File: config.mk
export PLATFORM = sky130hd
export DESIGN_NAME = sorted_sequence_gap_reporter
export DESIGN_NICKNAME = d
export VERILOG_FILES = /design/src/sv/ssgr_pkg.sv /design/src/sv/ssgr_ctrl.sv /design/src/sv/ssgr_datapath.sv /design/src/sv/sorted_sequence_gap_reporter.sv
export SDC_FILE = /design/constraint.sdc
export NUM_CORES = 1
export LEC_CHECK = 0
export CORE_UTILIZATION = 40
export DETAILED_ROUTE_END_ITERATION = 8
export DONT_BUFFER_PORTS = 1
export PLACE_DENSITY_LB_ADDON = 0.05
export SLEW_MARGIN = 30
export SYNTH_ARGS = -nofsm -noshare
export SYNTH_HDL_FRONTEND = slang
export SYNTH_SLANG_ARGS = --single-unit
export TNS_END_PERCENT = 5
File: constraint.sdc
create_clock -name clk -period 9 [get_ports clk]
set_input_delay 1.8 -clock clk [delete_from_list [all_inputs] [get_ports clk]]
set_output_delay 1.8 -clock clk [all_outputs]
set_load 0.005 [all_outputs]
File: src/sv/ssgr_pkg.sv
// Package for the sorted-sequence gap reporter: payload structs, widths,
// register indexes and the controller/datapath handshake structs.
// No dependencies.
package ssgr_pkg;

  localparam int VALUE_W   = 16;
  localparam int LIMIT_W   = 7;
  localparam int EXPECT_W  = VALUE_W + 1;
  localparam int MAX_RUN_D = 64;

  // Configuration register indexes
  localparam logic REG_SINGLE_REPORT = 1'b0;
  localparam logic REG_RUN_LIMIT     = 1'b1;

  localparam logic [LIMIT_W-1:0] RUN_LIMIT_RST = 7'd64;

  typedef struct packed {
    logic               start_of_sequence;
    logic [VALUE_W-1:0] value;
  } ssgr_in_t;

  typedef struct packed {
    logic [VALUE_W-1:0] missing_value;
    logic               last;
    logic               truncated;
  } ssgr_out_t;

  typedef struct packed {
    logic take;
    logic emit;
  } ssgr_cmd_t;

  typedef struct packed {
    logic run_pending;
    logic run_final;
  } ssgr_stat_t;

endpackage

File: src/sv/ssgr_ctrl.sv
// Controller of the gap reporter: idle/emit state machine and the
// output valid flag. Depends on ssgr_pkg.
module ssgr_ctrl
  import ssgr_pkg::*;
(
  input  logic       clk,
  input  logic       rst,
  input  logic       in_valid,
  output logic       in_ready,
  output logic       out_valid,
  input  logic       out_ready,
  input  ssgr_stat_t stat,
  output ssgr_cmd_t  cmd
);

  localparam logic ST_IDLE = 1'b0;
  localparam logic ST_EMIT = 1'b1;

  logic state;
  logic state_next;

  assign in_ready = (state == ST_IDLE);
  assign cmd.take = in_valid && in_ready;
  assign cmd.emit = (state == ST_EMIT) && (!out_valid || out_ready);

  always_comb begin
    state_next = state;
    unique case (state)
      ST_IDLE: begin
        if (cmd.take && stat.run_pending) state_next = ST_EMIT;
      end
      ST_EMIT: begin
        if (cmd.emit && stat.run_final) state_next = ST_IDLE;
      end
      default: state_next = ST_IDLE;
    endcase
  end

  always_ff @(posedge clk) begin
    if (rst) begin
      state     <= ST_IDLE;
      out_valid <= 1'b0;
    end else begin
      state <= state_next;
      // hold the result until taken
      if (cmd.emit)       out_valid <= 1'b1;
      else if (out_ready) out_valid <= 1'b0;
    end
  end

endmodule

File: src/sv/ssgr_datapath.sv
// Datapath of the gap reporter: configuration registers, expected value,
// run counter and output register. Depends on ssgr_pkg.
module ssgr_datapath
  import ssgr_pkg::*;
#(
  parameter int MAX_RUN = MAX_RUN_D
) (
  input  logic               clk,
  input  logic               rst,
  input  logic               cfg_we,
  input  logic               cfg_index,
  input  logic [LIMIT_W-1:0] cfg_wdata,
  input  ssgr_in_t           in_item,
  output ssgr_out_t          out_item,
  input  ssgr_cmd_t          cmd,
  output ssgr_stat_t         stat
);

  localparam logic [LIMIT_W-1:0] MAX_LIM = LIMIT_W'(MAX_RUN);
  localparam logic [EXPECT_W-1:0] EXPECT_TOP = EXPECT_W'(1) << VALUE_W;

  logic               single_report_mode;
  logic [LIMIT_W-1:0] run_limit;
  logic [EXPECT_W-1:0] expected_value;
  logic               already_reported;

  logic [VALUE_W-1:0] cur;
  logic [LIMIT_W-1:0] remaining;
  logic               trunc;

  logic [LIMIT_W-1:0]  lim;
  logic [EXPECT_W-1:0] value_ext;
  logic                above;
  logic [EXPECT_W-1:0] gap;
  logic                cut;
  logic [LIMIT_W-1:0]  cnt;
  logic [EXPECT_W-1:0] larger;
  logic [EXPECT_W:0]   bumped;
  logic [EXPECT_W-1:0] expected_next;

  always_comb begin
    if (run_limit == '0)         lim = LIMIT_W'(1);
    else if (run_limit > MAX_LIM) lim = MAX_LIM;
    else                          lim = run_limit;
  end

  assign value_ext = {1'b0, in_item.value};
  assign above     = value_ext > expected_value;
  assign gap       = value_ext - expected_value;
  assign cut       = gap > EXPECT_W'(lim);
  assign cnt       = cut ? lim : gap[LIMIT_W-1:0];
  assign larger    = above ? value_ext : expected_value;
  assign bumped    = {1'b0, larger} + (EXPECT_W+1)'(1);
  assign expected_next = (bumped > {1'b0, EXPECT_TOP}) ? EXPECT_TOP : bumped[EXPECT_W-1:0];

  assign stat.run_pending = !in_item.start_of_sequence && above
                            && (!single_report_mode || !already_reported);
  assign stat.run_final   = (remaining == LIMIT_W'(1));

  always_ff @(posedge clk) begin
    if (rst) begin
      single_report_mode <= 1'b0;
      run_limit          <= RUN_LIMIT_RST;
      expected_value     <= '0;
      already_reported   <= 1'b0;
    end else begin
      if (cfg_we) begin
        unique case (cfg_index)
          REG_SINGLE_REPORT: single_report_mode <= cfg_wdata[0];
          REG_RUN_LIMIT:     run_limit          <= cfg_wdata;
          default: ;
        endcase
      end
      if (cmd.take) begin
        if (in_item.start_of_sequence) begin
          expected_value   <= value_ext + EXPECT_W'(1);
          already_reported <= 1'b0;
        end else begin
          expected_value <= expected_next;
          if (above && single_report_mode) already_reported <= 1'b1;
        end
      end
    end
  end

  // run registers: load on take, advance on each emitted item
  always_ff @(posedge clk) begin
    if (cmd.take) begin
      cur <= expected_value[VALUE_W-1:0];
      if (single_report_mode) begin
        remaining <= LIMIT_W'(1);
        trunc     <= 1'b0;
      end else begin
        remaining <= cnt;
        trunc     <= cut;
      end
    end else if (cmd.emit) begin
      cur       <= cur + VALUE_W'(1);
      remaining <= remaining - LIMIT_W'(1);
    end
    if (cmd.emit) begin
      out_item.missing_value <= cur;
      out_item.last          <= stat.run_final;
      out_item.truncated     <= trunc;
    end
  end

endmodule

File: src/sv/sorted_sequence_gap_reporter.sv
// Top level of the sorted-sequence gap reporter: joins controller and
// datapath. Depends on ssgr_pkg, ssgr_ctrl and ssgr_datapath.
//
// Usage:
//   Input channel (in_valid/in_ready/in_item) carries ascending values, each
//   new sequence opened by start_of_sequence. Output channel
//   (out_valid/out_ready/out_item) carries the skipped values ascending,
//   with last on the final item caused by one input and truncated on every
//   item of a run cut at run_limit; single_report_mode emits one per sequence.
//   Configuration: cfg_we with cfg_index selects single_report_mode (0) or
//   run_limit (1); write only while the block is idle.
// Timing:
//   An input that causes no result is taken while in_ready stays high.
//   An input that causes N results keeps in_ready low until the last of
//   them is loaded: the run counter in the datapath emits one missing
//   value per cycle into the output register unless out_ready stalls it.
//   A result passes the run registers and then the output register.
// Reset (rst, synchronous): expected value 0, single-report mode off,
//   run_limit 64, output register empty.
// Stall: while out_ready is low the output item is held and the run
//   pauses; a new input is still taken once the run is fully loaded.
module sorted_sequence_gap_reporter
  import ssgr_pkg::*;
#(
  parameter int MAX_RUN = MAX_RUN_D
) (
  input  logic               clk,
  input  logic               rst,
  input  logic               in_valid,
  output logic               in_ready,
  input  ssgr_in_t           in_item,
  output logic               out_valid,
  input  logic               out_ready,
  output ssgr_out_t          out_item,
  input  logic               cfg_we,
  input  logic               cfg_index,
  input  logic [LIMIT_W-1:0] cfg_wdata
);

  ssgr_cmd_t  cmd;
  ssgr_stat_t stat;

  // sequencing of accept, run and output register
  ssgr_ctrl u_ctrl (
    .clk       (clk),
    .rst       (rst),
    .in_valid  (in_valid),
    .in_ready  (in_ready),
    .out_valid (out_valid),
    .out_ready (out_ready),
    .stat      (stat),
    .cmd       (cmd)
  );

  // expected value, run generation and configuration registers
  ssgr_datapath #(
    .MAX_RUN (MAX_RUN)
  ) u_datapath (
    .clk       (clk),
    .rst       (rst),
    .cfg_we    (cfg_we),
    .cfg_index (cfg_index),
    .cfg_wdata (cfg_wdata),
    .in_item   (in_item),
    .out_item  (out_item),
    .cmd       (cmd),
    .stat      (stat)
  );

endmodule
==> flow_summary_export.csv <==
group,metric,value,unit
run_status,status,"finished, final reports clean",
routing,dr_wl_met3,864,um
layout,design_area,5903,um2
min_path,min_from,"u_datapath.trunc",
floorplanning,rows,42,
setup_path,startpoint_type,"primary input",
logic_synthesis,ys_ff_latch,70,
power,power,1086,uW
setup_path,worst_r2r_path_depth,21,
routing,wire_per_inst,17.46,um
logic_synthesis,synth_top_family_by_area,"simple AND/OR/NAND/NOR gates",
clock_network,cts_tree,"built",
clock_network,cts_buffers,9,
clock_network,clockBufferDepth,2,
setup_path,cp_max_fo,43,
min_path,holdCritPathClass,"flip-flop to flip-flop",
sta,hold_violations,0,
place,hpwl,10860,um
layout,seq_area,1822,um2
routing,dr.pass1.iters,5,
layout,multi_input_comb_area,3367,um2
floorplanning,dieArea,14160,um2
routing,dr_total_vias,4643,
logic_synthesis,syn_avg_cell_area,8.513,um2
logic_synthesis,netlist_area,5474,um2
clock_network,cts_setup_buffers,0,
clock_network,clock_latency,0.33,ns
place,gp_congestion,0.8788,
logic_synthesis,synth_xor_area_share,10.40,%
layout,drive_gt1_share,5.538,%
logic_synthesis,synth_compound_area_share,18.26,%
place,dpl-instance-area,5589,um2
place,portBuffers,0,
sta,finalCritPeriodShare,75.72,%
sta,slew_headroom,49.94,%
sta,holdWs,0.4186,ns
layout,stdcell_count,808,
setup_path,cp_data_required_time,9.24,ns
routing,wl_met2,6174,um
clock_network,clkSinkCount,70,
grt,grt-ovfl-total,0,
logic_synthesis,ys_types,59,
routing,postRouteAntennaNets,0,
setup_path,reg2reg_slack,3.03,ns
place,placed_cells,792,
grt,grt_pass1_vias,4366,
sta,fmax,146.7,MHz
layout,diodes,0,
sta,rsz0062_at_grt,"false",
sta,tightest_slew,0.7510,ns
logic_synthesis,synth-seq-area-share,33.28,%
grt,grt_pass1_wl,22900,um
grt,grtUsageTotal,20.61,%
logic_synthesis,synth_mux_area_share,4.297,%
setup_path,worst_r2r_endpoint,"u_datapath.expected_value[11]",
clock_network,htree_levels,3,
routing,m1WireLength,6893,um
logic_synthesis,synth_ff_type,"edfxtp_1",
power,p_per_area,184.0,nW/um2
setup_path,critPathCaptureType,"flip-flop",
floorplanning,start_util,41.17,%
logic_synthesis,synth_nets,703,
logic_synthesis,synthAdderAreaFrac,6.994,%
sta,slew_violations,0,
power,worst_ir_drop_vdd,0.08467,mV
logic_synthesis,synth_edf_count,42,
setup_path,r2r_start,"u_datapath.expected_value[14]",
min_path,holdPathStages,0,
job,drv_cap,0,
routing,drc,0,
floorplanning,dieWidth,119.0,um
routing,top_layer,"met4",
routing,wl,14100,um
clock_network,post_cts_resized,0,
min_path,hold-path-endpoint,"u_datapath.out_item[0]",
grt,grt_max_degree,44,
power,p_leak,0.002101,uW
logic_synthesis,ys_warn_count,0,
clock_network,cts_hold_buf,0,
sta,tns,0,ns
floorplanning,die_h,119.0,um
layout,final_nets,687,
sta,fin_worst_skew,0.007596,ns
sta,period_minus_slack,6.814,ns
grt,antenna_found_initial,0,
sta,setup_viol_count_final,0,
logic_synthesis,syn_inst,643,
clock_network,cts-root-buf,"clkbuf_16",
routing,first_iter_violations,324,
logic_synthesis,async_flop_share,0,%
clock_network,clk_pin_slew_worst_paths,0.06,ns
routing,vias_per_cell,5.746,
floorplanning,core,13300,um2
logic_synthesis,yosys.area_share.simple,21.44,%
setup_path,worstSetupPathType,"primary input to flip-flop",
setup_path,worstPathArrival,7.05,ns
floorplanning,pin_count,50,
layout,synthToLayoutAreaGrowth,7.840,%
layout,nFillCells,1334,
[per-stage QoR]
stage	util, %	setup WS (ns)
CTS	44.40	2.235
global route	44.40	1.768
global placement	42.04	2.118
finish	44.40	2.186
detailed placement	42.04	1.895
floorplan	-	2.161
[synth_stat cells (3+ instances only)]
cell      count  area share (%)
a21oi_1      35             3.2
nor2b_1       7            0.80
o221ai_1      3            0.48
a211oi_1     13             1.8
o21ai_0      39             3.6
inv_1        38             2.6
a31oi_1       6            0.69
and3_1       12             1.4
o22ai_1       3            0.34
and2_1        4            0.46
nor3_1       23             2.1
mux2i_1      19             3.5
o311ai_0      4            0.64
mux2_2        4            0.82
nand3_1      26             2.4
a21o_1        6            0.82
a211o_1       4            0.64
o21a_1        7            0.96
nor4_1        7            0.80
nand4_1      18             2.1
edfxtp_1     42              23
xor2_1       28             4.5
dfxtp_1      28              10
xnor2_1      37             5.9
clkbuf_1     27             1.9
nor2_1       51             3.5
ha_1         29             6.6
or3_1         7            0.80
nand2b_1      5            0.57
nand2_1      65             4.5
a221oi_1      9             1.4
[final cells by class]
type                       count  share of cell area, %
tap                          176                  3.730
timing repair buffer           5                 0.6359
multi-input combinational    503                  57.04
inverter                      38                  2.416
clock inverter                 7                  1.505
sequential                    70                  30.86
clock buffer                   9                  3.815
[per-layer routing]
| layer | GRT usage (%) | vias up |
|---|---|---|
| li1 | - | 2311 |
| met1 | 29.72 | 2166 |
| met2 | 30.78 | 153 |
| met3 | 4.741 | 13 |
| met4 | 5.063 | 0 |
| met5 | 0 | - |
[sequential cells by signal, indices dropped and copies added (netlist names)]
register,flops
u_ctrl.out_valid,1
u_ctrl.state,1
u_datapath.already_reported,1
u_datapath.cur,16
u_datapath.expected_value,17
u_datapath.out_item,18
u_datapath.remaining,7
u_datapath.run_limit,7
u_datapath.single_report_mode,1
u_datapath.trunc,1
[how the worst max path moves through the flow]
stage | from | to | cells past startpoint
finish | in_item[14] | u_datapath.expected_value[11] | 20
detailed placement | in_item[14] | u_datapath.expected_value[11] | 20
CTS | in_item[14] | u_datapath.expected_value[11] | 20
global route | in_item[14] | u_datapath.expected_value[11] | 20
global placement | in_item[14] | u_datapath.expected_value[8] | 20
floorplan | in_item[14] | u_datapath.expected_value[8] | 21
[cells by family (layout without fill, tap and decap cells)]
group                    Yosys count  after routing
AND/OR/NAND/NOR                  237            237
multiplexers                      23             23
buffers and inverters             70             59
AO/OA/AOI/OAI                    148            148
adder cells (fa/ha/maj)           30             30
XOR/XNOR                          65             65
flip-flops                        70             70
[cell usage in the layout (no fill, tap or decap), drive strengths merged, types with 5 or more instances in the layout]
cell    synthesis  final
nand2          65     65
nor2           51     51
edfxtp         42     42
o21ai          39     39
inv            38     38
xnor2          37     37
a21oi          35     35
ha             29     29
xor2           28     28
dfxtp          28     28
nand3          26     26
nor3           23     23
mux2i          19     19
nand4          18     18
a211oi         13     13
and3           12     12
a221oi         11     11
clkbuf         27      9
or3             7      7
o21a            7      7
nor2b           7      7
nor4            7      7
a31oi           6      6
a21o            6      6
nand2b          5      5
buf             5      5
[critical path, cell delays in order]
cell and delay [ns]:
ha_1 0.42, nand4b_4 0.17, or4_4 0.51, or2_4 0.29, o31ai_4 0.05, buf_4 0.49
nand2_1 0.10, o21a_1 0.14, inv_1 0.07, ha_1 0.30, nand2_1 0.20, or4_1 0.59
nor3_1 0.32, nand3_1 0.11, o311ai_0 0.11, and4b_1 0.23, nand4_1 0.14, o31ai_4 0.52
a221oi_1 0.16, a211oi_1 0.28
[power breakdown]
group,switching (uW),internal (uW)
sequential,32.9,387
combinational,175,121
clock,131,240
Power figures use the tool's default switching activity.
